## src/rtl/sssp_pkg.sv

```systemverilog
// Shared types and constants for the shortest path block.
// No dependencies.
`default_nettype none
package sssp_pkg;
  localparam int unsigned NODE_W = 6;
  localparam int unsigned WT_W   = 16;
  localparam int unsigned DIST_W = 22;
  localparam int unsigned CNT_W  = 7;

  localparam logic CMD_ADD = 1'b0;
  localparam logic CMD_RUN = 1'b1;

  typedef struct packed {
    logic [NODE_W-1:0] src;
    logic [NODE_W-1:0] dst;
    logic [WT_W-1:0]   wt;
  } edge_t;
endpackage
`default_nettype wire

```

## src/rtl/sssp_dist_mem.sv

```systemverilog
// Per-node distance memory {reached, settled, distance}; registered read.
// Depends on sssp_pkg.
`default_nettype none
module sssp_dist_mem #(
  parameter int unsigned DEPTH = 32,
  parameter int unsigned AW    = 5
) (
  input  wire  logic                              clk_i,
  input  wire  logic                              we_i,
  input  wire  logic [AW-1:0]                     waddr_i,
  input  wire  logic [sssp_pkg::DIST_W+1:0]       wdata_i,
  input  wire  logic [AW-1:0]                     raddr_i,
  output logic [sssp_pkg::DIST_W+1:0]             rdata_o
);
  logic [sssp_pkg::DIST_W+1:0] mem [DEPTH];

  always_ff @(posedge clk_i) begin
    if (we_i) begin
      mem[waddr_i] <= wdata_i;
    end
    rdata_o <= mem[raddr_i];
  end
endmodule
`default_nettype wire
```

## config.mk

```make
export PLATFORM = sky130hd
export DESIGN_NAME = sssp_dist_mem
export DESIGN_NICKNAME = d
export VERILOG_FILES = /design/src/rtl/sssp_pkg.sv /design/src/rtl/sssp_dist_mem.sv
export SDC_FILE = /design/constraint.sdc
export NUM_CORES = 1
export LEC_CHECK = 0
export BUFFER_PORTS_ARGS = -buffer_cell sky130_fd_sc_hd__buf_4
export CAP_MARGIN = 10
export CORE_MARGIN = 3
export CORE_UTILIZATION = 55
export CTS_CLUSTER_SIZE = 24
export DETAILED_ROUTE_END_ITERATION = 10
export MAX_ROUTING_LAYER = met4
export PLACE_DENSITY = 0.71
export SLEW_MARGIN = 20
export SYNTH_ARGS = -nofsm -noshare
export SYNTH_HDL_FRONTEND = slang
export SYNTH_SLANG_ARGS = --single-unit
```

## constraint.sdc

```tcl
create_clock -name clk_i -period 3.2 [get_ports clk_i]
set_input_delay 0.8 -clock clk_i [delete_from_list [all_inputs] [get_ports clk_i]]
set_output_delay 0.8 -clock clk_i [all_outputs]
set_load 0.005 [all_outputs]
```

==> results of run 1 <==
area by class of cell:
class                   count  area, um^2  area share (%)
diodes                      1        2.50         0.00721
multi-input cells         821        6480            18.7
clock buffers             113        2230            6.42
flip-flops and latches    792       23500            67.8
clock inverters            33         273           0.785
repair buffers            131        1280            3.68
well taps                 739         925            2.66
kinds of logic after synthesis:
logic type,Yosys count
DFF,792
AOI/OAI and AO/OA,216
muxes,384
and+or+nand+nor,221
buffers and inverters,98
state kept, by name (all words and copies together), names as in the netlist:
register and cells:
rdata_o 24, mem 768
cells in the mapped netlist, drive strengths merged:
master | n | area [um^2]
a21oi | 72 | 360
a22o | 48 | 420
a22oi | 72 | 541
a31oi | 24 | 150
and2 | 1 | 6.26
buf | 68 | 505
clkbuf | 30 | 116
dfxtp | 24 | 480
edfxtp | 768 | 23100
mux2i | 384 | 3840
nand2 | 74 | 278
nand2b | 2 | 12.5
nand3 | 74 | 370
nand3b | 5 | 37.5
nor2 | 34 | 128
nor2b | 2 | 12.5
nor3 | 24 | 120
or2 | 1 | 6.26
or3 | 1 | 6.26
or3b | 3 | 26.3
power by group:
group / switching, uW / internal (uW) / leakage (uW) / total (uW)
Combinational: 718 / 407 / 0.00382 / 1120
Sequential: 59.9 / 11500 / 0.00712 / 11600
Clock: 3730 / 5180 / 0.00122 / 8900
critical path: stages:
cell,delay (ns)
buf_8,0.23
buf_12,0.27
buf_12,0.48
mux2i_1,0.27
a22oi_1,0.12
nand3_1,0.22
nand3_1,0.10
per-stage QoR:
step / std cells / cell area, um^2 / total power (uW)
after floorplan: 1711 / 30500 / 12400
after global placement: 2483 / 32200 / 12900
after detailed placement: 2483 / 32200 / 12900
after CTS: 2629 / 34700 / 21700
after global routing: 2630 / 34700 / 22300
final: 2630 / 34700 / 21600
worst max-delay path by stage:
| stage | from | slack (ns) | cells past startpoint | to |
|---|---|---|---|---|
| 2_1_floorplan | waddr_i[1] | 0.31 | 3 | mem[12][0]$_DFFE_PP_ |
| 3_3_place_gp | raddr_i[0] | 0.52 | 7 | rdata_o[5]$_DFF_P_ |
| 3_5_place_dp | raddr_i[0] | 0.50 | 7 | rdata_o[12]$_DFF_P_ |
| 4_1_cts | raddr_i[0] | 1.14 | 7 | rdata_o[12]$_DFF_P_ |
| 5_1_grt | raddr_i[0] | 0.99 | 7 | rdata_o[9]$_DFF_P_ |
| 6_report | raddr_i[0] | 1.08 | 7 | rdata_o[12]$_DFF_P_ |
metal layers:
| layer | wire, um | track usage, % | share of wire (%) |
|---|---|---|---|
| met5 | 0 | - | 0 |
| met4 | 1790 | 7.82 | 2.6 |
| met3 | 5150 | 4.34 | 7.6 |
| met2 | 32400 | 37.8 | 48 |
| met1 | 28500 | 33.9 | 42 |
==> impl_metrics.tcl, run 1 <==
set metrics [dict create \
    final.setup.tns_ns 0 \
    grt_pass1_vias 16149 \
    num_vias 15845 \
    clk_pin_slew_worst_paths_ns 0.06 \
    fillCellCount 3704 \
    synthAdderAreaFrac_pct 0 \
    routed_wl_um 67800 \
    relSlewSlack_pct 51.1 \
    dieArea_um2 58300 \
    synth_top_family_by_area "multiplexers" \
    slew_viol_final 0 \
    worstHoldStart "mem[26][3]$_DFFE_PP_" \
    crit_arrival_ns 2.60 \
    cts_setup_buffers 0 \
    finalHoldViolations 0 \
    mostFrequentLayoutCell "edfxtp_1" \
    drive_gt1_share_pct 14.7 \
    final_cell_mix "edfxtp_1 (768), mux2i_1 (384), buf_4 (107), clkbuf_16 (82)" \
    ys_types 24 \
    dr.pass1.iters 5 \
    rsz0062_at_grt "false" \
    hold_depth 4 \
    drt-initial-drc-count 1750 \
    max_freq_mhz 471 \
    ys_warn_count 0 \
    grt_max_degree 78 \
    outcome "complete, no violations" \
    ir_worst_vdd_v 0.000370 \
    fin_ws_ns 1.08 \
    dpl_worst_slack_ns 0.497 \
    worstPathMaxFanout 77 \
    worst_hold_path_type "reg2reg" \
    ys_seq_area_share_pct 77.2 \
    syn_to_final_growth_pct 13.9 \
    htree_levels 3 \
    cts_buffers 79 \
    power_density_nw_per_um2 622 \
    rr_worst_depth 5 \
    gp_routability_congestion 0.805 \
    r2r_start "mem[6][7]$_DFFE_PP_" \
    wl_per_cell_um 25.8 \
    crit_path_end_kind "flip-flop" \
    whs_ns 0.599 \
    ios 60 \
    leakagePower_uw 0.0122 \
    drc 0 \
    synthesis.nets 1747 \
    cts_tree "done" \
    synthSimpleGateAreaFrac_pct 3.29 \
    hold_end "rdata_o[3]$_DFF_P_" \
    coreArea_um2 54300 \
    synth_xor_area_share_pct 0 \
    startpoint_type "input port" \
    path_class "in2reg" \
    setup_viol 0 \
    final_util_pct 63.9 \
    layout_min_cycle_time_ns 2.12 \
    ctsResizeCount 0 \
    antenna_found_initial 1 \
    fin_crit_sh_pct 66.3 \
    synth_compound_area_share_pct 4.83 \
    synth_mux_area_share_pct 12.6 \
    drv_cap 0 \
    finClkSkew_ns 0.0201 \
    initial_core_util_pct 56.1 \
    grt_usage_pct 24.6 \
    cts_buffer_depth 3 \
    worstSkewPairLatency_ns 0.62 \
    die_x_um 241 \
    worst_slew_pin_slew_ns 0.732 \
    syn_area_per_cell_um2 17.8 \
    hold_buffers 0 \
    vias_per_cell 6.02 \
    num_rows 85 \
    synth_area_um2 30500 \
    reg2reg_to "rdata_o[7]$_DFF_P_" \
    layout.nets 1861 \
    die_height_um 241 \
    ant_nets 0 \
    ys_ff_latch 792 \
    grt_pass1_wl_um 102000 \
    numClockSinks 792 \
    cts_root_buffer "clkbuf_16" \
    grt-ovfl-total 0 \
    crit_required_ns 3.68 \
    hpwl_um 37500 \
    rrSetupSlack_ns 1.64 \
    syn_inst 1711 \
    numPortBuffers 59 \
]
No activity file was read; power rests on OpenSTA's default activity.
==> run 2, diff against run 1 <==
- clock period: 3.2 -> 2.1 ns (I/O delays scaled with it)
==> impl_metrics.tcl, run 2 (synthesis results as in run 1) <==
set metrics [dict create \
    wl_per_cell_um 25.1 \
    cts_setup_buffers 0 \
    hold_buffers 0 \
    dpl_worst_slack_ns -0.248 \
    path_class "in2reg" \
    mostFrequentLayoutCell "edfxtp_1" \
    grt-ovfl-total 0 \
    layout.nets 1922 \
    cts_buffers 78 \
    drv_cap 0 \
    cts_buffer_depth 3 \
    worst_slew_pin_slew_ns 0.580 \
    leakagePower_uw 0.0126 \
    grt_max_degree 41 \
    total_power_uw 33100 \
    diodes 0 \
    dp.cells 2545 \
    die_height_um 241 \
    crit_chain "buf_8, buf_4, buf_4, mux2i_1, a22o_1, nor3_1, buf_4, a31oi_1, nand3_1" \
    vias_per_cell 6.01 \
    final_cell_mix "edfxtp_1 (768), mux2i_1 (384), buf_4 (127), clkbuf_16 (82)" \
    top_register "mem" \
    grt_pass1_vias 16377 \
    crit_path_end_kind "flip-flop" \
    fin_ws_ns 0.318 \
    die_x_um 241 \
    worst_hold_path_type "in2reg" \
    drt-initial-drc-count 1720 \
    slew_viol_final 0 \
    crit_path_frequent_cell "buf_4" \
    ant_nets 0 \
    max_freq_mhz 561 \
    finClkSkew_ns 0.0215 \
    ios 60 \
    coreArea_um2 54300 \
    initial_core_util_pct 56.1 \
    numClockSinks 792 \
    stdcell_count 2689 \
    relSlewSlack_pct 61.1 \
    syn_to_final_growth_pct 17.2 \
    largest_reg_flops 768 \
    startpoint_type "input port" \
    worstPathMaxFanout 13 \
    numPortBuffers 59 \
    antenna_found_initial 0 \
    num_rows 85 \
    ctsResizeCount 0 \
    dr.pass1.iters 5 \
    ir_worst_vdd_v 0.000549 \
    crit_required_ns 2.55 \
    grt_pass1_wl_um 102000 \
    cts_root_buffer "clkbuf_16" \
    grt_usage_pct 24.5 \
    routed_wl_um 67500 \
    hpwl_um 38400 \
    cpPeakStageDelay_ns 0.45 \
    power_density_nw_per_um2 927 \
    crit_arrival_ns 2.24 \
    htree_levels 3 \
    drc 0 \
    rsz0062_at_grt "false" \
    layout_min_cycle_time_ns 1.78 \
    worst_path_max_delay_cell "a31oi_1" \
    setup_viol 0 \
    gp_routability_congestion 0.784 \
    finalHoldViolations 0 \
    clk_pin_slew_worst_paths_ns 0.06 \
    dieArea_um2 58300 \
    fin_crit_sh_pct 84.9 \
    final_util_pct 65.7 \
    final.setup.tns_ns 0 \
    num_vias 16157 \
    worstSkewPairLatency_ns 0.61 \
    reg.largest.list "mem (768), rdata_o (24)" \
    cts_tree "done" \
    outcome "complete, no violations" \
    drive_gt1_share_pct 17.5 \
]
-- run 2: layout make-up --
class	instances	area, um^2
Multi-Input combinational cell	821	6470
Timing Repair Buffer	193	2270
Clock buffer	109	2220
Clock inverter	35	284
Sequential cell	792	23500
Tap cell	739	925
Fill cell	3618	18600
-- run 2: critical path: cells and delay by family --
family,cells,cell delay [ns]
buf+inv,4,0.68
compound gates,2,0.61
mux,1,0.21
simple gates,2,0.20
-- run 2: per-layer routing --
| layer | wire [um] | part of all wire, % | global-route usage, % | vias to the layer above |
|---|---|---|---|---|
| met5 | 0 | 0 | - | - |
| li1 | - | - | - | 7140 |
| met4 | 1740 | 2.6 | 8.06 | 0 |
| met2 | 31900 | 47 | 37.2 | 603 |
| met3 | 5010 | 7.4 | 4.49 | 110 |
| met1 | 28900 | 43 | 34.1 | 8304 |
-- run 2: power by group --
part | internal (uW) | total [uW] | switching (uW)
Clock | 7890 | 13600 | 5670
Combinational | 760 | 1890 | 1130
Sequential | 17600 | 17600 | 77.8
Total | 26200 | 33100 | 6870
-- run 2: worst paths after layout --
kind                                       startpoint                    to  slack [ns]  cells after the start
worst max-delay path                       raddr_i[0]    rdata_o[9]$_DFF_P_        0.32                      9
worst min-delay path                      wdata_i[12]  mem[3][12]$_DFFE_PP_        0.32                      1
worst max register to register    mem[1][9]$_DFFE_PP_    rdata_o[9]$_DFF_P_        0.46                      6
worst min register to register  mem[26][21]$_DFFE_PP_   rdata_o[21]$_DFF_P_        0.60                      4
-- run 2: through the flow --
stage,hold WS (ns),area (um^2)
floorplan,0.553,30600
global placement,0.585,33200
detailed placement,0.585,33200
CTS,0.293,35700
global route,0.312,35700
finish,0.323,35700
